[src/rtl/cia_pkg.sv]
// ----------------------------------------------------------------------------
// cia_pkg: shared types and constants for the checked integer ALU
// Opcodes, status codes and the beat record that moves along the cell chain.
// ----------------------------------------------------------------------------
`default_nettype none
package cia_pkg;
  localparam int unsigned WordW  = 32;
  localparam int unsigned IdxW   = 6;   // bit counter, holds 0..WordW
  localparam int unsigned NCells = 32;  // one quotient/multiplier bit per cell

  localparam logic [3:0] OpEq = 4'd0, OpLt = 4'd1, OpLe = 4'd2, OpGt = 4'd3,
                         OpGe = 4'd4, OpNot = 4'd5, OpAnd = 4'd6, OpOr = 4'd7,
                         OpXor = 4'd8, OpShift = 4'd9, OpAbs = 4'd10, OpAdd = 4'd11,
                         OpSub = 4'd12, OpMul = 4'd13, OpMod = 4'd14, OpNeg = 4'd15;

  localparam logic [1:0] StOk = 2'd0, StOvf = 2'd1, StZdiv = 2'd2;

  // Data carried between neighbor cells.
  typedef struct packed {
    logic              vld;
    logic [3:0]        kind;
    logic [WordW-1:0]  res;     // result for non-iterative opcodes
    logic [1:0]        st;
    logic [WordW-1:0]  ma;      // |a|: shifted out MSB-first for mod, multiplier for mul
    logic [WordW-1:0]  mb;      // |b|
    logic [WordW:0]    acc;     // partial remainder (mod)
    logic [2*WordW-1:0] prod;   // partial product (mul)
    logic              sa;      // sign of a
    logic              sb;      // sign of b
  } cell_t;
endpackage
`default_nettype wire

[src/rtl/cia_cell.sv]
// ----------------------------------------------------------------------------
// cia_cell: one step of the shared iterative chain
// Handles one bit of |a|: a restoring remainder step and a shift-add step.
// ----------------------------------------------------------------------------
`default_nettype none
module cia_cell import cia_pkg::*; (
  input  wire logic  clk_i,
  input  wire logic  rst_ni,
  input  wire logic  en_i,
  input  cell_t      cell_i,
  output cell_t      cell_o
);
  cell_t c_d, c_q;
  logic [WordW:0] sh, tr;

  always_comb begin
    c_d = cell_i;
    // remainder: bring in next bit of |a| (MSB first)
    sh = {cell_i.acc[WordW-1:0], cell_i.ma[WordW-1]};
    tr = sh - {1'b0, cell_i.mb};
    c_d.acc = tr[WordW] ? sh : tr;
    // product: add |b| at this bit weight (same MSB-first order)
    c_d.prod = {cell_i.prod[2*WordW-2:0], 1'b0} +
               (cell_i.ma[WordW-1] ? {{WordW{1'b0}}, cell_i.mb} : '0);
    c_d.ma = {cell_i.ma[WordW-2:0], 1'b0};
  end

  always_ff @(posedge clk_i or negedge rst_ni) begin
    if (!rst_ni) begin
      c_q <= '0;
    end else if (en_i) begin
      c_q <= c_d;
    end
  end
  assign cell_o = c_q;
endmodule
`default_nettype wire

[config.mk]
export PLATFORM = sky130hd
export DESIGN_NAME = cia_cell
export DESIGN_NICKNAME = d
export VERILOG_FILES = /design/src/rtl/cia_pkg.sv /design/src/rtl/cia_cell.sv
export SDC_FILE = /design/constraint.sdc
export NUM_CORES = 1
export LEC_CHECK = 0
export ABC_AREA = 0
export BUFFER_PORTS_ARGS = -buffer_cell sky130_fd_sc_hd__buf_2
export CORE_AREA = 2 2 160 162
export CTS_CLUSTER_DIAMETER = 50
export DETAILED_ROUTE_END_ITERATION = 7
export DIE_AREA = 0 0 162 164
export GPL_ROUTABILITY_DRIVEN = 1
export GPL_TIMING_DRIVEN = 0
export PLACE_DENSITY = 0.78
export SYNTH_ARGS = -nofsm -noshare
export SYNTH_HDL_FRONTEND = slang
export SYNTH_SLANG_ARGS = --single-unit
[constraint.sdc]
create_clock -name clk_i -period 1.4 [get_ports clk_i]
set_clock_uncertainty 0.1 [all_clocks]
set_input_delay 0.07 -clock clk_i [delete_from_list [all_inputs] [get_ports clk_i]]
set_output_delay 0.07 -clock clk_i [all_outputs]
set_load 0.1 [all_outputs]
==> run summary <==
Failing checks - negative hold slack, negative setup slack
Mapped Cells - 1237
Crit. Startpoint - cell_i[162]
Status - finished with violations
Top cell type's share of synthesized area - 0.4176
Chip Height - 164 um
DP HPWL - 31.71 mm
Critical Path Sink Type - register
Worst Setup Start Kind - input pin
Largest net degree at the start of global routing - 115
Starting Density - 0.4853
Class of the worst hold path - input pin to register
Final worst setup slack - -1.755 ns
TritonCTS buffer count - 28
Root Buffer - clkbuf_16
MaxCap Viol Count - 0
Total Wirelength - 52.61 mm
Dominant cells by area after synthesis - dfrtp_1, mux2_2, ha_1
Reg-to-Reg Start - cell_o[92]
Arrival time worst endpoint - 3.52 ns
Post-synth top area cell - dfrtp_1
GRT Util Overall - 0.3549
Post-synthesis cell type count - 65
Layout Area Growth over Synthesis - 60.42%
Setup violators final - 182
Setup TNS - -142.22 ns
Lkg Pwr - 0.008823 uW
Post-DR wirelength/cell - 23.31 um
Mapped Area - 12050 um^2
Number of global-route vias before repair - 13222
Most common cell after layout, fill and taps aside - buf_2
Most frequent cells in the layout - buf_2, dfrtp_1, dlygate4sd3_1, buf_4, mux2_2
Yosys warning count - 0
DIE AREA - 26570 um^2
H-tree lvl count - 1
Drt via density - 5.828
Worst Path Required - 1.76 ns
Crit Path Class - input pin to register
Iter 0 DRT Violations - 1389
CTS max path bufs - 3
Worst slew pin tran - 1.025 ns
FP Rows - 58
Largest register FFs - 201
Via count of the routed design - 13154
Layout cells sized above 1 - 0.4337
Rel. slew slack - 0.3165
Slowest cell delay on critical path - 0.36 ns
CTS Sinks - 201
Critical Path Fanout Max - 10
Clock-pin slew on the worst setup and hold paths - 0.06 ns
RSZ-0062 raised after global routing - true
Fin nets - 2173
CP max-delay cell - fa_2
Final Hold Violating Endpoints - 5
Cell Chain, Critical Path - buf_8, clkinvlp_4, buf_8, ha_4, inv_2, fa_2, a211oi_4, o21ai_2, nand3_2, a2111oi_4, o2111a_1, o211a_1, o211ai_1, nand2_1, ha_4, clkbuf_16, buf_6, o21ai_0, nor2_1, a21oi_2, a21oi_1
Input/output buffers - 402
Core outline area - 24820 um^2
Post-synth EDFFs - 0
Sequential cell area fraction in the yosys report - 0.4176
Final ANT Viol Nets - 0
GP Congestion - 0.9569
Syn avg cell area - 9.738 um^2
Minimum clock period - 3.155 ns
IO Pins - 407
Syn Nets - 1509
Worst Path Buf+Inv - 6
Fmax - 317.0 MHz
PD cells - 1393 nW/um^2
First-pass detailed-route iteration total - 7
Final Hold Slack - -0.1743 ns
GRT overflow - 0
Top FF cell, synth - dfrtp_1
Die width - 162 um
# fillers - 1542
Hold_sp - cell_i[97]
Slew Limit Fails - 0
#FFs+latches synth - 201
Max VDD drop - 0.001142 V
Worst skew pair latency - 0.54 ns
Tcrit/Tclk final - 2.254
CP top delay family - compound AO/OA/AOI/OAI gates
TritonCTS clock tree - built
Async S/R FF share, synth - 1.000
# DRC - 0
Initial antenna violation count - 5
First-pass GRT wire length - 73.17 mm
logic make-up after synthesis:
logic type	after synthesis	share of synthesized area
muxes	147	0.1360
adders and majority gates	67	0.07084
xor gates and xnor gates	57	0.04145
buffers and inverters	125	0.04030
DFF	201	0.4176
AOI/OAI and AO/OA	309	0.1656
and+or+nand+nor	330	0.1280
other	1	0.0003113
tightest hold or removal path: stages:
cell and delay, ns:
buf_2 0.11, ha_4 0.12, mux2_4 0.13
power by group:
part	leakage [uW]	switching (uW)	internal, uW
sequential	0.00233	522	6600
clock	0.000458	2930	4320
combinational	0.00603	9160	3390
layer usage:
metal | up-vias | GRT usage | wire length (um)
met2 | 848 | 0.5985 | 25180
met1 | 6292 | 0.4321 | 19200
met4 | 4 | 0.1802 | 3110
met3 | 234 | 0.07449 | 5093
li1 | 5776 | - | -
met5 | - | 0 | 30
what timing repair did:
action / CTS / global route
endpoints found under the setup margin: 294 / 346
buffers inserted: 44 / 20
hold endpoints to repair: 261 / 4
gates cloned: 6 / 0
gates resized for setup: 217 / 177
hold buffers: 167 / 3
pin swaps: 59 / 32
area by class of cell:
class	count	area (um^2)	area share
clock inverter	19	197.7	0.01023
clock buffer	33	760.7	0.03937
timing repair buffer	641	4758	0.2462
inverter	64	256.5	0.01327
buffer	54	401.6	0.02078
antenna	4	10.01	0.0005180
sequential	201	5030	0.2603
multi-input combinational	911	7496	0.3879
tap	330	412.9	0.02137
cell usage after synthesis (all sizes together), types with 4 or more instances:
| library cell | n |
|---|---|
| clkbuf | 48 |
| a31oi | 24 |
| or3 | 9 |
| o31ai | 11 |
| nand2 | 73 |
| o2111ai | 4 |
| and2 | 5 |
| a211o | 4 |
| xnor2 | 43 |
| mux2 | 133 |
| mux2i | 14 |
| o21ai | 46 |
| nor3 | 15 |
| nor2 | 128 |
| nand4 | 11 |
| nand2b | 5 |
| o211ai | 7 |
| buf | 13 |
| nor2b | 18 |
| o21a | 13 |
| a21oi | 107 |
| a211oi | 18 |
| inv | 64 |
| nand3b | 7 |
| and3 | 12 |
| a21o | 26 |
| xor2 | 14 |
| or4 | 8 |
| dfrtp | 201 |
| nand3 | 30 |
| a21boi | 6 |
| ha | 65 |
| a2111oi | 8 |
| o21bai | 9 |
per-stage QoR:
stage | setup slack (ns) | power, uW | cells | cell area [um^2] | util
6_report | -1.755 | 26920 | 2257 | 19320 | 0.7786
5_1_grt | -1.872 | 27680 | 2255 | 19320 | 0.7784
4_1_cts | -1.671 | 26090 | 2233 | 18610 | 0.7498
3_5_place_dp | -2.711 | 17740 | 1970 | 14790 | 0.5959
3_3_place_gp | -3.202 | 17610 | 1969 | 14750 | 0.5944
2_1_floorplan | -1.972 | 15480 | 1237 | 12330 | -
worst paths after layout:
check | depth (start not counted) | slack (ns) | end
worst max-delay path | 21 | -1.76 | cell_o[70]
worst min-delay path | 3 | -0.17 | cell_o[98]
worst max register to register | 3 | 0.05 | cell_o[92]
worst min register to register | 1 | 0.39 | cell_o[69]
max in group asynchronous | 3 | 0.11 | cell_o[167]
min in group asynchronous | 2 | 0.01 | cell_o[110]
(Power assumes the default switching activity.)
