<file path="src/rtl/cia_pkg.sv">
// ----------------------------------------------------------------------------
// cia_pkg: shared types and constants for the checked integer ALU
// Opcodes, status codes and the beat record that moves along the cell chain.
// ----------------------------------------------------------------------------
`default_nettype none
package cia_pkg;
  localparam int unsigned WordW  = 32;
  localparam int unsigned IdxW   = 6;   // bit counter, holds 0..WordW
  localparam int unsigned NCells = 32;  // one quotient/multiplier bit per cell

  localparam logic [3:0] OpEq = 4'd0, OpLt = 4'd1, OpLe = 4'd2, OpGt = 4'd3,
                         OpGe = 4'd4, OpNot = 4'd5, OpAnd = 4'd6, OpOr = 4'd7,
                         OpXor = 4'd8, OpShift = 4'd9, OpAbs = 4'd10, OpAdd = 4'd11,
                         OpSub = 4'd12, OpMul = 4'd13, OpMod = 4'd14, OpNeg = 4'd15;

  localparam logic [1:0] StOk = 2'd0, StOvf = 2'd1, StZdiv = 2'd2;

  // Data carried between neighbor cells.
  typedef struct packed {
    logic              vld;
    logic [3:0]        kind;
    logic [WordW-1:0]  res;     // result for non-iterative opcodes
    logic [1:0]        st;
    logic [WordW-1:0]  ma;      // |a|: shifted out MSB-first for mod, multiplier for mul
    logic [WordW-1:0]  mb;      // |b|
    logic [WordW:0]    acc;     // partial remainder (mod)
    logic [2*WordW-1:0] prod;   // partial product (mul)
    logic              sa;      // sign of a
    logic              sb;      // sign of b
  } cell_t;
endpackage
`default_nettype wire

</file>
<file path="src/rtl/cia_back.sv">
// ----------------------------------------------------------------------------
// cia_back: last cell
// Applies signs and checks to mul and mod, selects the final result.
// ----------------------------------------------------------------------------
`default_nettype none
module cia_back import cia_pkg::*; (
  input  wire logic              clk_i,
  input  wire logic              rst_ni,
  input  wire logic              en_i,
  input  cell_t                  cell_i,
  output logic                   vld_o,
  output logic [WordW-1:0]       res_o,
  output logic [1:0]             st_o
);
  logic             vld_q;
  logic [WordW-1:0] res_d, res_q;
  logic [1:0]       st_d, st_q;
  logic [WordW-1:0] rem;

  always_comb begin
    res_d = cell_i.res;
    st_d  = cell_i.st;
    rem   = cell_i.acc[WordW-1:0];
    if (cell_i.kind == OpMul) begin
      if (cell_i.prod[2*WordW-1:WordW-1] != '0) begin
        res_d = '0;
        st_d  = StOvf;
      end else begin
        res_d = (cell_i.sa ^ cell_i.sb) ? WordW'(0) - cell_i.prod[WordW-1:0]
                                        : cell_i.prod[WordW-1:0];
      end
    end else if (cell_i.kind == OpMod) begin
      if (cell_i.mb == '0) begin
        res_d = '0;
        st_d  = StZdiv;
      end else begin
        res_d = cell_i.sa ? WordW'(0) - rem : rem;
      end
    end
  end

  always_ff @(posedge clk_i or negedge rst_ni) begin
    if (!rst_ni) begin
      vld_q <= 1'b0;
    end else if (en_i) begin
      vld_q <= cell_i.vld;
    end
  end
  always_ff @(posedge clk_i) begin
    if (en_i) begin
      res_q <= res_d;
      st_q  <= st_d;
    end
  end
  assign vld_o = vld_q;
  assign res_o = res_q;
  assign st_o  = st_q;

`ifndef SYNTHESIS
  a_st_range: assert property (@(posedge clk_i) disable iff (!rst_ni)
    vld_q |-> (st_q != 2'd3)) else $error("bad status");
  a_ovf_zero: assert property (@(posedge clk_i) disable iff (!rst_ni)
    (vld_q && st_q != StOk) |-> (res_q == '0)) else $error("flagged result not zero");
  a_zdiv_mod: assert property (@(posedge clk_i) disable iff (!rst_ni)
    (en_i && cell_i.vld && cell_i.kind != OpMod) |=> (st_q != StZdiv))
    else $error("zero divisor outside mod");
`endif
endmodule
`default_nettype wire

</file>
<file path="config.mk">
export PLATFORM = sky130hd
export DESIGN_NAME = cia_back
export DESIGN_NICKNAME = d
export VERILOG_FILES = /design/src/rtl/cia_pkg.sv /design/src/rtl/cia_back.sv
export SDC_FILE = /design/constraint.sdc
export NUM_CORES = 1
export LEC_CHECK = 0
export BUFFER_PORTS_ARGS = -buffer_cell sky130_fd_sc_hd__clkbuf_2
export CORE_UTILIZATION = 38
export CTS_BUF_LIST = sky130_fd_sc_hd__clkbuf_2
export CTS_CLUSTER_DIAMETER = 120
export DETAILED_ROUTE_END_ITERATION = 12
export GPL_TIMING_DRIVEN = 0
export PLACE_DENSITY = 0.91
export REMOVE_ABC_BUFFERS = 1
export SYNTH_ARGS = -nofsm -noshare
export SYNTH_HDL_FRONTEND = slang
export SYNTH_SLANG_ARGS = --single-unit
</file>
<file path="constraint.sdc">
create_clock -name clk_i -period 0.8 [get_ports clk_i]
set_input_delay 0.16 -clock clk_i [delete_from_list [all_inputs] [get_ports clk_i]]
set_output_delay 0.16 -clock clk_i [all_outputs]
set_load 0.1 [all_outputs]
</file>
==> out/metrics.sh, run 1 <==
RUN_STATUS='finished, violations left'
VIOLATIONS_IN_THE_FINAL_REPORTS='setup timing'
POWER_FRAC_COMB_PCT=53.1
WORST_PATH_LARGEST_CELL_DELAY_PS=550
GRT_USE_TOTAL_PCT=32.9
SLOWEST_STAGE='or4_4'
CRIT_REQUIRED_PS=970
SYNTHSIMPLEGATEAREAFRAC_PCT=19.0
CORE_REGION_AREA_UM2=7890
WIRE_LENGTH_OF_THE_FIRST_GLOBAL_ROUTING_PASS_UM=21900
CRITPATHKIND='in2reg'
FP.DIEAREA_UM2=8680
SYNTH-ASYNC-RESET-RATIO_PCT=2.86
CRITICAL_PATH.STARTPOINT_TYPE='primary input'
CLOCK_SLEW_AT_REPORTED_PATH_FFS_PS=230
MULTIPLEXER_SHARE_OF_THE_SYNTHESIZED_AREA_PCT=0.673
HOLDPATHSTAGES=3
SLEW_VIOLATIONS=0
POST_DRT_VIA_CELL_RATIO=6.28
HOLD_VIOL_FINAL=0
WORST_HOLD_PATH.ENDPOINT='res_o[23]'
NUMBER_OF_MAXIMUM_CAPACITANCE_CONSTRAINT_VIOLATIONS=0
POSTSYNTHREGISTERBITS=35
INITIAL_ANTENNA_VIOLATION_COUNT=0
WORST_HOLD_MARGIN_PS=34.2
POWER.SWITCHING_FRACTION_PCT=43.6
SYNTH_MOST_COMMON_CELL='o21ai_0'
FINAL.MIN_CLOCK_PERIOD_PS=1830
DIE_W_UM=93.2
CLK_ROOT_BUFFER_CELL='clkbuf_2'
CTS_HTREE_LEVELS=2
NETLIST_INSTANCES=344
IRDROPWORSTVDD_mV=0.717
GRT_PASS1_VIAS=4381
SYNTHFLOPTYPE='edfxtp_1'
NETLIST_AREA_UM2=3160
FIN_SKEW_PS=0
STATIC-LEAKAGE-POWER_nW=2.62
WORSTSKEWPAIRLATENCY_PS=390
AREA_TAKEN_BY_MULTI_INPUT_LOGIC_GATES_UM2=2930
PORTBUFFERS=206
MEAN_ROUTED_WIRELENGTH_PER_CELL_UM=22.4
CRIT_CHAIN='buf_8, or4_4, buf_6, or3_4, nor2_4, a31oi_2, xnor2_1, o21ai_1'
ARRIVAL_WORST_ENDPOINT_PS=2000
POST_SYNTHESIS_SHARE_OF_CELL_AREA_SPENT_ON_XOR_AND_XNOR_GATES_PCT=16.9
MIN_FROM='cell_i[188]'
SYN-MEAN-INSTANCE-AREA_UM2=9.18
INTERNAL_POWER_OF_THE_CELLS_mW=4.30
SYNTH_ENABLE_FLOP_CELLS=34
FINALWEIGHTEDCONGESTION=0.896
IOPINCOUNT=240
DRIVE_ABOVE_1_SHARE_PCT=63.8
FINALWIRELENGTH_UM=15800
FF2FF_SETUP_SLACK_PS=-110
CTS_TREE='yes'
DRC_VIOLATION_COUNT_AFTER_ROUTING=0
FINAL.FILL_COUNT=416
CP.BUFFERS_INVERTERS=2
DETAILEDPLACEMENTHPWL_UM=8980
MAX-SLEW-MARGIN-REL_PCT=60.0
POST-ROUTE-CELL-AREA_UM2=6340
DETAILEDROUTE.FIRSTPASSITERATIONCOUNT=5
NETLIST.TOP_CELL.BY_AREA='edfxtp_1'
VIA_COUNT=4437
GRT_MAX_DEGREE=36
SEQ_POWER_SHARE_PCT=30.7
WORSTMARGINPINSLEW_PS=595
NUMBER_OF_ANTENNA_CELLS_INSERTED=0
AREAGROWTHSYNTHTOFINISH_PCT=101
CRIT_PATH_END_KIND='flop'
LARGEST_DELAY_SHARE_FAMILY_WORST_PATH='simple AND/OR/NAND/NOR gates'
LAYOUT_SETUP_WS_PS=-1030
ROUTE.ANTENNA.REMAINING_NETS=0
SYNTH-SEQ-AREA-SHARE_PCT=33.1
SYNTH_FA_HA_AREA_SHARE_PCT=0.792
FINAL.PERIOD_UTILIZATION_PCT=228
CTS_NUM_SINKS=35
SEQ_AREA_UM2=1050
GR-TOTAL-OVERFLOW=0
POWER.SHARE.CLOCK_PCT=16.2
WORST-R2R-CELL-COUNT=2
SYNTHTOPCELLSBYAREA='edfxtp_1 (32%), xnor2_1 (9.7%), xor2_1 (7.2%), o21ai_0 (5.7%), a22oi_1 (5.7%)'
POWER.DENSITY_nW_PER_UM2=1200
TIMING.CRITICAL_PATH.FROM='cell_i[18]'
START_UTIL_PCT=40.1
SYNTH_TOP_CELLS_BY_COUNT='o21ai_0 (36), xnor2_1 (35), edfxtp_1 (34)'
MAXIMUM_FREQUENCY_FROM_STATIC_TIMING_ANALYSIS_GHz=0.547
TIMING.RR.START='vld_o'
P_SWITCHING_mW=3.33
FIRST_ITER_VIOLATIONS=471
NUMCTSBUFFERS=5
SYNTH_TOP_FAMILY_BY_AREA='compound AO/OA/AOI/OAI gates'
PATH_MAX_FANOUT=5
GRT_SETUP_UNREPAIRED='yes'
STD_CELL_ROWS=32
POST-SYNTH-TOP-AREA-FRACTION_PCT=32.3
HOLDCRITPATHCLASS='in2reg'
COMPOUND_GATE_FRACTION_OF_SYNTH_AREA_PCT=25.8
FINALSETUPTNS_PS=-38650
SETUP_VIOL=70
SYNTH-WARNING-COUNT=0
SYNTH.LIB_CELLS_USED.DISTINCT=53
DIE_HEIGHT_UM=93.2
PLACED_AREA_UM2=4260
DESIGN.FINAL.NETS=811
WORSTREG2REGEND='vld_o'
CLK_PATH_BUF_DEPTH=2
## per-layer routing
layer,vias to the layer above,part of all wire [%],global-route usage (%)
met4,0,5.9,18.6
met1,2049,35,38.2
met3,97,9.6,5.85
met5,-,0,0
met2,406,49,56.8
li1,1885,-,-
## sequential cells by signal (all words and copies together) (netlist names)
register and flops:
st_o 2, vld_o 1, res_o 32
## worst register-to-register path, stage by stage (launching register included)
cell,delay (ps)
dfrtp_1,460
buf_6,130
mux2_4,250
## logic make-up (layout without fill, tap and decap cells)
group | count (synthesis) | count (layout)
adder cells (fa/ha/maj) | 2 | 2
XOR/XNOR | 61 | 61
multiplexers | 2 | 2
AND/OR/NAND/NOR | 105 | 108
buffers and inverters | 21 | 279
AO/OA/AOI/OAI | 118 | 118
flip-flops | 35 | 35
## worst max path at each step
stage	endpoint	slack [ps]	cells after the start
global route	res_o[26]	-1040	7
floorplan	res_o[14]	-1380	5
detailed placement	res_o[26]	-1850	6
global placement	res_o[10]	-2390	6
CTS	res_o[25]	-980	7
finish	res_o[28]	-1030	8
## final cells by class
type | instances | area share, %
tap | 102 | 2.01
clock buffer | 5 | 0.395
sequential | 35 | 16.5
multi-input combinational | 291 | 46.2
clock inverter | 3 | 0.612
timing repair buffer | 265 | 33.7
inverter | 6 | 0.592
## placed cells by master, fill, tap and decap left out, drive strengths merged, types with 3 or more instances in the layout
cell,synthesis,routed
xor2,26,26
buf,3,106
nor3b,3,3
a21oi,13,13
nor3,9,9
nand2,17,18
nor2,19,19
edfxtp,34,34
o22ai,6,6
nor4,23,23
a22oi,24,24
or4,6,6
nand3,5,5
nand4,6,6
o41ai,13,13
or3,6,7
o31ai,12,12
xnor2,35,35
clkinv,0,3
o21ai,38,38
inv,6,5
clkbuf,11,162
## power groups by stage
stage | Combinational [mW] | Sequential (mW) | Clock [mW]
final | 4.05 | 2.34 | 1.24
after global routing | 4.19 | 2.35 | 1.30
after CTS | 3.63 | 2.29 | 1.22
after detailed placement | 2.89 | 2.30 | 0
after global placement | 2.82 | 2.30 | 0
after floorplan | 0.752 | 3.51 | 0
## metrics by stage
stage                     setup WS, ps  utilization [%]  cells  total power, mW
after floorplan                  -1380                -    329             4.26
after global routing             -1040             80.4    707             7.84
after global placement           -2390             53.6    637             5.12
after CTS                         -981             73.6    695             7.14
after detailed placement         -1850             54.0    639             5.20
final                            -1030             80.4    707             7.63
## repair_timing
action / 4_1_cts / 5_1_grt
pin swaps: 54 / 75
hold buffers: 2 / 0
gates cloned: 3 / 0
buffers inserted: 43 / 18
endpoints found under the setup margin: 99 / 70
resized for setup: 236 / 133
endpoints found under the hold margin: 2 / 0
No activity file was read; power rests on OpenSTA's default activity.
==> run 2, diff against run 1 <==
--- a/config.mk
+++ b/config.mk
@@ -12,6 +12,7 @@
 export DETAILED_ROUTE_END_ITERATION = 12
 export GPL_TIMING_DRIVEN = 0
 export PLACE_DENSITY = 0.91
+export RECOVER_POWER = 25
 export REMOVE_ABC_BUFFERS = 1
 export SYNTH_ARGS = -nofsm -noshare
 export SYNTH_HDL_FRONTEND = slang
==> run 2 against run 1 <==
Against the previous run:
- the flow still finishes with violations (setup timing)
- first-iteration DRC count rose by 0.21%
- maximum frequency fell by 0.22%
- setup slack got worse by 4.0 ps
- design area barely moved
- clock power barely moved
- combinational power barely moved
- total power barely moved
- routed wire length rose by 0.15%
- via count rose by 0.27%
==> out/metrics.sh, run 2 (same netlist as run 1, synthesis figures left out) <==
POWER.DENSITY_nW_PER_UM2=1200
START_UTIL_PCT=40.1
DESIGN.FINAL.NETS=811
FINALWEIGHTEDCONGESTION=0.896
AREAGROWTHSYNTHTOFINISH_PCT=101
CTS_HTREE_LEVELS=2
CTS_TREE='yes'
CRITPATHKIND='in2reg'
FINALSETUPTNS_PS=-38680
DIE_W_UM=93.2
STD_CELL_ROWS=32
POST_DRT_VIA_CELL_RATIO=6.29
ARRIVAL_WORST_ENDPOINT_PS=2000
POST_LAYOUT_NONFILLER_INSTANCES=707
GRT_SETUP_UNREPAIRED='yes'
CRIT_PATH_END_KIND='flop'
PLACE_WORST_SETUP_SLACK_PS=-1850
HOLDCRITPATHCLASS='in2async'
CRITICAL_PATH.STARTPOINT_TYPE='primary input'
STATIC-LEAKAGE-POWER_nW=2.61
DRIVE_ABOVE_1_SHARE_PCT=63.6
VIOLATIONS_IN_THE_FINAL_REPORTS='setup timing'
NUMBER_OF_MAXIMUM_CAPACITANCE_CONSTRAINT_VIOLATIONS=0
SLEW_VIOLATIONS=0
VIA_COUNT=4449
PORTBUFFERS=206
CLK_PATH_BUF_DEPTH=2
CRIT_REQUIRED_PS=970
FP.DIEAREA_UM2=8680
FINAL_CELL_MIX='clkbuf_2 (155), buf_8 (40), edfxtp_1 (34)'
MOSTFREQUENTLAYOUTCELL='clkbuf_2'
DRC_VIOLATION_COUNT_AFTER_ROUTING=0
CLK_ROOT_BUFFER_CELL='clkbuf_2'
PLACED_AREA_UM2=4260
DETAILEDROUTE.FIRSTPASSITERATIONCOUNT=6
WIRE_LENGTH_OF_THE_FIRST_GLOBAL_ROUTING_PASS_UM=21900
WORST-R2R-CELL-COUNT=2
GRT_MAX_DEGREE=36
CORE_REGION_AREA_UM2=7890
IOPINCOUNT=240
MAXIMUM_FREQUENCY_FROM_STATIC_TIMING_ANALYSIS_GHz=0.546
FIRST_ITER_VIOLATIONS=472
INITIAL_ANTENNA_VIOLATION_COUNT=0
DETAILEDPLACEMENTHPWL_UM=8980
MEAN_ROUTED_WIRELENGTH_PER_CELL_UM=22.4
FINAL.MIN_CLOCK_PERIOD_PS=1830
HOLD_VIOL_FINAL=0
PATH_MAX_FANOUT=5
WORSTMARGINPINSLEW_PS=606
IRDROPWORSTVDD_mV=0.717
LAYOUT_SETUP_WS_PS=-1030
NUMBER_OF_ANTENNA_CELLS_INSERTED=0
WORSTREG2REGEND='vld_o'
FF2FF_SETUP_SLACK_PS=-110
GRT_USE_TOTAL_PCT=32.9
RUN_STATUS='finished, violations left'
POST-ROUTE-UTIL_PCT=80.4
FIN_SKEW_PS=0
WORSTSKEWPAIRLATENCY_PS=390
FINALWIRELENGTH_UM=15900
TIMING.RR.START='vld_o'
LARGEST_REG_FLOPS=32
CTS_NUM_SINKS=35
NUMCTSBUFFERS=5
GR-TOTAL-OVERFLOW=0
DIE_HEIGHT_UM=93.2
SETUP_VIOL=70
FINAL.FILL_COUNT=415
GRT_PASS1_VIAS=4381
ROUTE.ANTENNA.REMAINING_NETS=0
MAX-SLEW-MARGIN-REL_PCT=59.2
CLOCK_SLEW_AT_REPORTED_PATH_FFS_PS=200
DP_CELLS=639
POST-ROUTE-CELL-AREA_UM2=6340
FINAL.PERIOD_UTILIZATION_PCT=229
==> run 2: worst max-delay path by stage <==
stage / start / endpoint / depth (start not counted)
after detailed placement: cell_i[40] / res_o[26] / 6
after CTS: cell_i[19] / res_o[25] / 7
after global placement: cell_i[199] / res_o[10] / 6
after floorplan: cell_i[199] / res_o[14] / 5
final: cell_i[18] / res_o[28] / 8
after global routing: cell_i[82] / res_o[26] / 7
==> run 2: power breakdown <==
part | total, mW | switching [mW] | internal, mW | leakage, nW
Sequential | 2.34 | 0.124 | 2.22 | 0.344
Clock | 1.24 | 0.723 | 0.514 | 0.0404
Combinational | 4.06 | 2.48 | 1.57 | 2.23
Total | 7.63 | 3.33 | 4.30 | 2.61
==> run 2: cell type report <==
class	instances	area (µm²)	share of cell area, %
multi-input combinational	291	2930	46.2
sequential	35	1050	16.5
tap	102	128	2.01
timing repair buffer	265	2140	33.7
clock buffer	5	25.0	0.395
clock inverter	3	38.8	0.612
inverter	6	37.5	0.592
==> run 2: stage by stage <==
stage               power [mW]  hold WS (ps)
finish                    7.63          37.2
global route              7.84          26.2
CTS                       7.14          36.7
detailed placement        5.20         -64.0
global placement          5.12         -64.2
floorplan                 4.26          -136
==> run 2: timing repair <==
action,4_1_cts,5_1_grt
cloned,3,0
hold endpoints to repair,2,0
setup endpoints to repair,99,70
hold buffers,2,0
setup buffers,43,18
resized for setup,236,133
pin swaps,54,75
==> run 2: critical path, cell delays in order <==
cell     delay (ps)
buf_8           100
or4_4           550
buf_6           150
or3_4           450
nor2_4          140
a31oi_2         130
xnor2_1         220
o21ai_1         100
==> run 2: layer usage <==
layer	track usage [%]	routed length, µm
met4	18.6	942
met3	5.85	1570
met1	38.2	5560
met2	56.8	7790
met5	0	0
