<file path="config.mk">
export PLATFORM = sky130hd
export DESIGN_NAME = cia_front
export DESIGN_NICKNAME = d
export VERILOG_FILES = /design/src/rtl/cia_pkg.sv /design/src/rtl/cia_front.sv
export SDC_FILE = /design/constraint.sdc
export NUM_CORES = 1
export LEC_CHECK = 0
export BUFFER_PORTS_ARGS = -buffer_cell sky130_fd_sc_hd__buf_2
export CAP_MARGIN = 25
export CORE_UTILIZATION = 30
export CTS_CLUSTER_DIAMETER = 60
export DETAILED_ROUTE_END_ITERATION = 6
export SLEW_MARGIN = 20
export SYNTH_ARGS = -nofsm -noshare
export SYNTH_HDL_FRONTEND = slang
export SYNTH_SLANG_ARGS = --single-unit
</file>
<file path="constraint.sdc">
create_clock -name clk_i -period 4.4 [get_ports clk_i]
set_input_delay 0 -clock clk_i [delete_from_list [all_inputs] [get_ports clk_i]]
set_output_delay 0 -clock clk_i [all_outputs]
set_load 0.02 [all_outputs]
</file>
<file path="src/rtl/cia_pkg.sv">
// ----------------------------------------------------------------------------
// cia_pkg: shared types and constants for the checked integer ALU
// Opcodes, status codes and the beat record that moves along the cell chain.
// ----------------------------------------------------------------------------
`default_nettype none
package cia_pkg;
  localparam int unsigned WordW  = 32;
  localparam int unsigned IdxW   = 6;   // bit counter, holds 0..WordW
  localparam int unsigned NCells = 32;  // one quotient/multiplier bit per cell

  localparam logic [3:0] OpEq = 4'd0, OpLt = 4'd1, OpLe = 4'd2, OpGt = 4'd3,
                         OpGe = 4'd4, OpNot = 4'd5, OpAnd = 4'd6, OpOr = 4'd7,
                         OpXor = 4'd8, OpShift = 4'd9, OpAbs = 4'd10, OpAdd = 4'd11,
                         OpSub = 4'd12, OpMul = 4'd13, OpMod = 4'd14, OpNeg = 4'd15;

  localparam logic [1:0] StOk = 2'd0, StOvf = 2'd1, StZdiv = 2'd2;

  // Data carried between neighbor cells.
  typedef struct packed {
    logic              vld;
    logic [3:0]        kind;
    logic [WordW-1:0]  res;     // result for non-iterative opcodes
    logic [1:0]        st;
    logic [WordW-1:0]  ma;      // |a|: shifted out MSB-first for mod, multiplier for mul
    logic [WordW-1:0]  mb;      // |b|
    logic [WordW:0]    acc;     // partial remainder (mod)
    logic [2*WordW-1:0] prod;   // partial product (mul)
    logic              sa;      // sign of a
    logic              sb;      // sign of b
  } cell_t;
endpackage
`default_nettype wire

</file>
<file path="src/rtl/cia_front.sv">
// ----------------------------------------------------------------------------
// cia_front: first cell
// Decodes the opcode, computes the non-iterative opcodes and the magnitudes.
// ----------------------------------------------------------------------------
`default_nettype none
module cia_front import cia_pkg::*; (
  input  wire logic               clk_i,
  input  wire logic               rst_ni,
  input  wire logic               en_i,
  input  wire logic               vld_i,
  input  wire logic [3:0]         kind_i,
  input  wire logic [WordW-1:0]   a_i,
  input  wire logic [WordW-1:0]   b_i,
  output cell_t                   cell_o
);
  cell_t c_d, c_q;
  logic signed [WordW-1:0] sa, sb;
  logic [WordW-1:0] sum, dif;
  logic [WordW-1:0] nb, shl, shr;
  logic lt, gt, eq;

  always_comb begin
    sa  = $signed(a_i);
    sb  = $signed(b_i);
    lt  = sa < sb;
    gt  = sb < sa;
    eq  = a_i == b_i;
    sum = a_i + b_i;
    dif = a_i - b_i;
    nb  = WordW'(0) - b_i;
    shl = (b_i >= WordW'(WordW)) ? '0 : a_i << b_i[IdxW-1:0];
    shr = (nb  >= WordW'(WordW)) ? '0 : a_i >> nb[IdxW-1:0];
    c_d      = '0;
    c_d.vld  = vld_i;
    c_d.kind = kind_i;
    c_d.st   = StOk;
    c_d.sa   = a_i[WordW-1];
    c_d.sb   = b_i[WordW-1];
    c_d.ma   = a_i[WordW-1] ? WordW'(0) - a_i : a_i;
    c_d.mb   = b_i[WordW-1] ? nb : b_i;
    case (kind_i)
      OpEq:    c_d.res = WordW'(eq);
      OpLt:    c_d.res = WordW'(lt);
      OpLe:    c_d.res = WordW'(!gt);
      OpGt:    c_d.res = WordW'(gt);
      OpGe:    c_d.res = WordW'(!lt);
      OpNot:   c_d.res = ~a_i;
      OpAnd:   c_d.res = a_i & b_i;
      OpOr:    c_d.res = a_i | b_i;
      OpXor:   c_d.res = a_i ^ b_i;
      OpShift: c_d.res = (!b_i[WordW-1] && b_i != '0) ? shl : shr;
      OpAbs:   c_d.res = a_i[WordW-1] ? WordW'(0) - a_i : a_i;
      OpAdd: begin
        c_d.res = sum;
        if ((a_i[WordW-1] ^ sum[WordW-1]) & (b_i[WordW-1] ^ sum[WordW-1])) begin
          c_d.res = '0;
          c_d.st  = StOvf;
        end
      end
      OpSub: begin
        c_d.res = dif;
        if ((a_i[WordW-1] ^ b_i[WordW-1]) & (a_i[WordW-1] ^ dif[WordW-1])) begin
          c_d.res = '0;
          c_d.st  = StOvf;
        end
      end
      OpNeg:   c_d.res = WordW'(0) - a_i;
      default: c_d.res = '0;
    endcase
  end

  always_ff @(posedge clk_i or negedge rst_ni) begin
    if (!rst_ni) begin
      c_q <= '0;
    end else if (en_i) begin
      c_q <= c_d;
    end
  end
  assign cell_o = c_q;
endmodule
`default_nettype wire

</file>
==> results of run 1 <==
[logic make-up after synthesis]
logic type,count (synthesis)
adders and majority gates,135
DFF,104
xor gates and xnor gates,88
AOI/OAI and AO/OA,671
other,1
and+or+nand+nor,708
muxes,134
buffers and inverters,397
[cell usage in the layout (no fill, tap or decap), types with 27 or more instances in the layout]
cell,netlist,routed
sky130_fd_sc_hd__conb_1,1,98
sky130_fd_sc_hd__a21oi_1,215,215
sky130_fd_sc_hd__o22ai_1,27,27
sky130_fd_sc_hd__nor3_1,49,48
sky130_fd_sc_hd__mux4_2,39,39
sky130_fd_sc_hd__xnor2_1,84,83
sky130_fd_sc_hd__mux2i_1,78,78
sky130_fd_sc_hd__a211oi_1,29,29
sky130_fd_sc_hd__ha_1,133,133
sky130_fd_sc_hd__nand3_1,58,58
sky130_fd_sc_hd__buf_2,2,172
sky130_fd_sc_hd__o31ai_1,27,27
sky130_fd_sc_hd__o21ai_0,109,108
sky130_fd_sc_hd__nor2_1,192,192
sky130_fd_sc_hd__inv_1,123,123
sky130_fd_sc_hd__buf_4,99,178
sky130_fd_sc_hd__nand2_1,228,228
sky130_fd_sc_hd__dfrtp_1,104,104
[cell type report]
class / count / share of cell area, %
multi-input cells: 1834 / 65.3
flip-flops and latches: 104 / 13.5
repair buffers: 360 / 12.2
well taps: 748 / 4.85
inverters: 126 / 2.45
clock buffers: 10 / 1.24
clock inverters: 6 / 0.441
diodes: 1 / 0.0130
[final timing paths]
check	startpoint	endpoint	slack (ps)	cells after the start
worst max-delay path	b_i[2]	cell_o[191]$_DFFE_PN0P_	290	15
worst min-delay path	en_i	cell_o[125]$_DFFE_PN0P_	40	2
worst max register to register	cell_o[191]$_DFFE_PN0P_	cell_o[191]$_DFFE_PN0P_	2380	5
worst min register to register	cell_o[131]$_DFFE_PN0P_	cell_o[131]$_DFFE_PN0P_	510	1
max in group asynchronous	rst_ni	cell_o[116]$_DFFE_PN0P_	3180	3
min in group asynchronous	rst_ni	cell_o[193]$_DFFE_PN0P_	100	2
[through the flow]
| step | hold slack [ps] | setup TNS (ps) | cells | power [uW] | setup WS (ps) |
|---|---|---|---|---|---|
| final | 39.6 | 0 | 3189 | 4650 | 286 |
| after global routing | 43.9 | 0 | 3189 | 4820 | 177 |
| after global placement | 1.03 | 0 | 3167 | 3610 | 112 |
| after detailed placement | 5.02 | -5.07 | 3168 | 3610 | -5.07 |
| after floorplan | -296 | 0 | 2335 | 2660 | 114 |
| after CTS | 13.4 | 0 | 3188 | 4590 | 391 |
[report_power, final]
part           switching [uW]  internal, uW
combinational            1690           822
clock                     503           473
sequential               95.0          1070
total                    2290          2360
[worst max-delay path, stage by stage]
cell                       delay, ps
sky130_fd_sc_hd__buf_2           180
sky130_fd_sc_hd__buf_4           180
sky130_fd_sc_hd__or4_1           650
sky130_fd_sc_hd__nor4_2          600
sky130_fd_sc_hd__nand3_1         280
sky130_fd_sc_hd__nor3_1          290
sky130_fd_sc_hd__ha_1            150
sky130_fd_sc_hd__a21boi_0        260
sky130_fd_sc_hd__o211ai_1        160
sky130_fd_sc_hd__nor4bb_1        290
sky130_fd_sc_hd__nand4_1         310
sky130_fd_sc_hd__nor3_1          400
sky130_fd_sc_hd__a31oi_1         220
sky130_fd_sc_hd__nor4b_1         190
sky130_fd_sc_hd__a311oi_1        230
[routing by layer]
layer	routed length (um)	vias to the layer above	part of all wire, %	GRT usage [%]
met5	13	-	0.014	0
met2	40400	1187	44	48.5
met4	5930	2	6.4	19.1
li1	-	8363	-	-
met1	37800	9500	41	41.8
met3	8170	238	8.8	5.90
[what timing repair did]
| item | 4_1_cts | 5_1_grt |
|---|---|---|
| hold buffers | 4 | 0 |
| gates resized for setup | 0 | 0 |
| setup buffers | 0 | 0 |
| hold endpoints to repair | 30 | 0 |
==> results.txt, run 1 <==
The first-pass iteration count of the detailed router came out at 6. After synthesis, the netlist uses 87 different library cells. The class of the most critical hold timing path is in -> reg. The sequential cell area fraction in the yosys report is 15.6%. Clock skew on the completed layout was measured at 0 ps. The worst relative slew slack came out at 26.9%. The type of element capturing the critical path is a flip-flop. No sink is reached through more buffers than the 2 on the longest clock path. Of the total synthesized cell area, the portion taken by AND, OR, NAND and NOR gates is 20.1%.

The post-synthesis to final-layout area growth is 15.6%. The number of clock sinks is 104. The detail-routed net length per standard cell came out at 29.0 um. The dominant synthesized flop cell is sky130_fd_sc_hd__dfrtp_1.

The final-report max-slew violation count is 0. The global route total overflow is 0. Once the floorplan was initialized, standard cells occupied 30.3% of the core.

The utilization of the core after routing is 35.0%. In the routed design, unresolved DRC markers number 0. The multi-input combinational cells in the finished layout cover a total of 0.0126 mm^2. The layout filler cell count is 6014. The average size of a mapped cell came out at 7.46 um^2.

Setup violations remaining at the end of the flow were counted as 0. The fraction of registers with async set or reset after synthesis is 100%. The total number of placement rows is 86.

For this block, the routed nets add up to 92.3 mm of wire. Clock-pin slew was measured on the worst setup and hold paths at 90 ps. After the last flow step, the layout net total stands at 2642. The number of antenna violations at the first check in global routing came out at 3. The area of placed instances is 0.0189 mm^2.

The first-pass GRT wire length is 131 mm. The number of synthesized flops with an enable pin came out at 0. The register with the most flip-flops in the layout has 104 of them. The maximum operating frequency came out at 0.243 GHz. The data arrival time of the critical path is 4440 ps. The sequential standard cell area came out at 0.00260 mm^2.

The max-cap violation count came out at 0. Setup repair after global routing left no endpoint under its margin. Measured against the total synthesized area, the mux share comes to 11.1%. The HPWL after detailed placement is 73.6 mm. Global routing used 31.8% of the available tracks across all layers.

The type of origin of the critical path is a primary input. The post-detailed-route count of antenna-violating nets is 0. TritonCTS built the clock tree. The post-synthesis instance total came out at 2238. The floorplan core area is 0.0551 mm^2. In the post-synthesis netlist, the cell with the most instances is sky130_fd_sc_hd__nand2_1.

The number of global-route vias before repair is 18100. The synthesized-area fraction occupied by adder cells is 10.2%. After the first detailed-routing iteration, the DRC count stood at 2361. The die outline area is 0.0566 mm^2. The required time of the worst setup path came out at 4720 ps. The XOR/XNOR share of the synthesized area is 4.62%. The static leakage is 0.00850 uW. Of the available clock period, the critical path in the final layout requires 93.5%.

The cell area after synthesis is 0.0167 mm^2. After synthesis the netlist holds a flip-flop and latch count of 104. Dividing total power by cell area gives a power density of 241 mW/mm^2. The worst setup path is of the in -> reg kind. The number of hold-slack violations in the final timing report was 0.

After synthesis, the largest family of logic cells by area is compound AO/OA/AOI/OAI gates. The final critical delay including setup and external delays is 4110 ps. The detailed-route vias per instance is 6.05. The biggest area consumer among synthesized cells is sky130_fd_sc_hd__dfrtp_1. The slew of the pin with the lowest slew margin came out at 1100 ps. The number of buffer cells added on primary ports is 175. Cells with a size suffix above 1 make up 19.5% of the layout. Sorting the synthesized cells by how often they occur yields sky130_fd_sc_hd__nand2_1, sky130_fd_sc_hd__a21oi_1, sky130_fd_sc_hd__nor2_1. Of the post-synthesis cell area, the dominant cell type holds 15.6%.

The number of warnings issued by yosys is 0. The clock network latency to the later pin of the worst-skew pair came out at 400 ps. Entering global routing, the biggest net connects 69 pins.

Along the worst path, the maximum fanout reaches 7. IR analysis of the VDD net gives a maximum drop of 0.000151 V. The tree is rooted in a sky130_fd_sc_hd__clkbuf_16.

274 I/O pins were placed. Measured along the x axis, the die boundary spans 238 um. The die span in y came out at 238 um. In the post-synthesis netlist, the biggest area contributors are sky130_fd_sc_hd__dfrtp_1, sky130_fd_sc_hd__ha_1, sky130_fd_sc_hd__a21oi_1. The flow ran to the end, and the final reports show no timing, DRC or antenna violations.

The TritonCTS buffer count is 9. The weighted congestion reported at the end of routability-driven placement is 1.06. The H-tree depth came out at 3.

Summing all non-filler instances in the final layout gives an area of 0.0193 mm^2. The synthesized netlist devotes 27.1% of its cell area to compound gates. The count of vias placed by the detailed router came out at 19300.
No activity file was read; power rests on OpenSTA's default activity.
==> run 2: changes to the inputs <==
--- a/config.mk
+++ b/config.mk
@@ -10,6 +10,7 @@
 export CORE_UTILIZATION = 30
 export CTS_CLUSTER_DIAMETER = 60
 export DETAILED_ROUTE_END_ITERATION = 6
+export PLACE_DENSITY = 0.53
 export SLEW_MARGIN = 20
 export SYNTH_ARGS = -nofsm -noshare
 export SYNTH_HDL_FRONTEND = slang
==> results.txt, run 2 (synthesis results as in run 1) <==
The post-synthesis to final-layout area growth came out at 15.6%. The clock network latency to the later pin of the worst-skew pair is 400 ps. The number of hold-slack violations in the final timing report is 0. The number of global-route vias before repair came out at 17900. The slew of the pin with the lowest slew margin came out at 1070 ps. The number of clock sinks came out at 104. In the final design database the tool counted 2641 nets. The first-pass GRT wire length came out at 136 mm. The top cell types in the final layout, fill and taps aside, are sky130_fd_sc_hd__nand2_1, sky130_fd_sc_hd__a21oi_1, sky130_fd_sc_hd__nor2_1, sky130_fd_sc_hd__buf_4, sky130_fd_sc_hd__buf_2.

The total I/O pin count came out at 274. The number of flip-flops in the largest register came out at 104. The worst-case clock skew came out at 0 ps. The number of antenna violations at the first check in global routing was 4.

The length of routed met2 wiring came out at 42.5 mm. The critical path is of the in -> reg type. The global route total overflow came out at 0. Using the TritonRoute via totals, the vias-per-cell ratio works out to 6.05. The number of buffer cells added on primary ports came out at 175. The worst ir drop on vdd is 0.000236 V. The cell count of the worst hold path came out at 3. The length in cells of the worst reg-to-reg path is 5. The final critical-path share of the clock period is 96.3%. The maximum fanout along the worst path is 32. The total area inside the core boundary comes to 0.0551 mm^2. Data on the critical path arrives at its endpoint at 4570 ps. In the global route stage, overall resource usage came out at 33.6%. The static leakage came out at 0.00848 uW. Summed over all failing endpoints, the final setup total negative slack is 0 ps.

The smallest clock period supported by the final layout is computed as 4240 ps. Counting the buffers created by CTS gives 9. The class of the most critical hold timing path is in -> reg.

The final-layout worst hold slack came out at 65.3 ps. TritonCTS built the clock tree. The final critical-path setup slack is 164 ps.

The total design power came out at 4660 uW. The final antenna diode count is 0. Timing analysis after detailed placement gives a worst setup slack of 226 ps. The worst relative slew slack came out at 28.4%. For this run, design rule violations remaining after detail routing come to 0.

The detailed router used layers up to and including met5. The final-report max-slew violation count came out at 0. With fillers left out, the area of the finished cells amounts to 0.0193 mm^2.

For this design, the slowest cell found on the critical path is sky130_fd_sc_hd__dlygate4sd3_1. The die outline area came out at 0.0566 mm^2. The type of element capturing the critical path is a flip-flop. Entering global routing, the biggest net connects 92 pins.

The die extent in x is 238 um. The maximum operating frequency came out at 0.236 GHz. The H-tree depth came out at 3. The area of placed instances came out at 0.0189 mm^2. The max-cap violation count is 0. Summed over all nets, wire length on met3 after detailed routing comes to 8.77 mm. The signal on the critical path passes through dlygate4sd3_1 > buf_4 > buf_4 > inv_1 > ha_1 > buf_4 > inv_1 > o21ai_0 > o211ai_1 > o211ai_1 > nor4bb_1 > nand4_1 > nor4_4 > a21o_1 > a2111oi_0 > a211oi_1. The count of vias placed by the detailed router is 19300.

The starting density of the core is 30.3%. Among the stages of the critical path, the cell type that occurs most often is sky130_fd_sc_hd__buf_4. In this run the deepest clock path goes through 2 buffers. The detail-routed net length per standard cell came out at 30.4 um. The clock slew at the register clock pins of the worst setup and hold paths is 100 ps. The required time of the worst setup path came out at 4730 ps.

Routability-driven placement finished with a final weighted congestion of 1.01. The flow ran to the end, and the final reports show no timing, DRC or antenna violations. The maximum single-stage delay on the critical path came out at 530 ps. In the final layout, the share of cells above drive strength 1 is 19.6%. In the final routing, the length of wire on met1 measures 41.6 mm. The setup violation total in the final timing report came out at 0. Setup repair after global routing left no endpoint under its margin. CTS placed an instance of sky130_fd_sc_hd__clkbuf_16 at the clock tree root. The setup slack of the most critical reg-to-reg path is 2570 ps. In this run the remaining antenna-violating nets after routing total 0. Measured along the y axis, the die boundary spans 238 um.

The first-pass iteration count of the detailed router came out at 7. The violation count after the first detailed-routing iteration is 2957. The total number of placement rows came out at 86. For this design the ratio of total power to cell area is 242 mW/mm^2. The most frequent standard cell in the layout excluding fill and tap cells is sky130_fd_sc_hd__nand2_1.

The aggregate routed wire length is 96.8 mm. STA classifies the critical path startpoint as a primary input. Detailed placement ended at an HPWL of 78.0 mm.
-- run 2: what timing repair did --
item	4_1_cts	5_1_grt
gates resized for setup	0	2
setup endpoints to repair	0	5
buffers inserted	0	0
hold endpoints to repair	30	0
hold buffers	5	0
-- run 2: area by class of cell --
type                    count  area (um^2)
flip-flops and latches    104         2600
clock inverters             6         73.8
multi-input cells        1834        12600
repair buffers            359         2360
inverters                 126          473
fillers                  5976        35800
well taps                 748          936
clock buffers              10          229
-- run 2: metrics by stage --
| stage | utilization (%) | std cells |
|---|---|---|
| floorplan | - | 2335 |
| global placement | 34.3 | 3163 |
| detailed placement | 34.3 | 3164 |
| CTS | 35.0 | 3185 |
| global route | 35.0 | 3187 |
| finish | 35.0 | 3187 |
-- run 2: where the power goes --
group          switching, uW  internal [uW]
sequential              99.9           1070
combinational           1730            828
clock                    492            451
-- run 2: routing by layer --
layer | GRT usage [%] | vias up
met3 | 6.19 | 156
met2 | 50.8 | 1114
met1 | 46.8 | 9651
li1 | - | 8361
met4 | 13.4 | 4
met5 | 0 | -
-- run 2: final timing paths --
check / endpoint / startpoint
min: cell_o[110]$_DFFE_PN0P_ / b_i[11]
min reg2reg: cell_o[166]$_DFFE_PN0P_ / cell_o[166]$_DFFE_PN0P_
max in group asynchronous: cell_o[111]$_DFFE_PN0P_ / rst_ni
max reg2reg: cell_o[191]$_DFFE_PN0P_ / cell_o[191]$_DFFE_PN0P_
max: cell_o[190]$_DFFE_PN0P_ / b_i[0]
min in group asynchronous: cell_o[188]$_DFFE_PN0P_ / rst_ni
-- run 2: critical path: cells and delay by family --
kind,cells,cell delay [ps]
fa+ha+maj,1,370
compound gates,6,1310
simple gates,3,970
buf+inv,6,1870
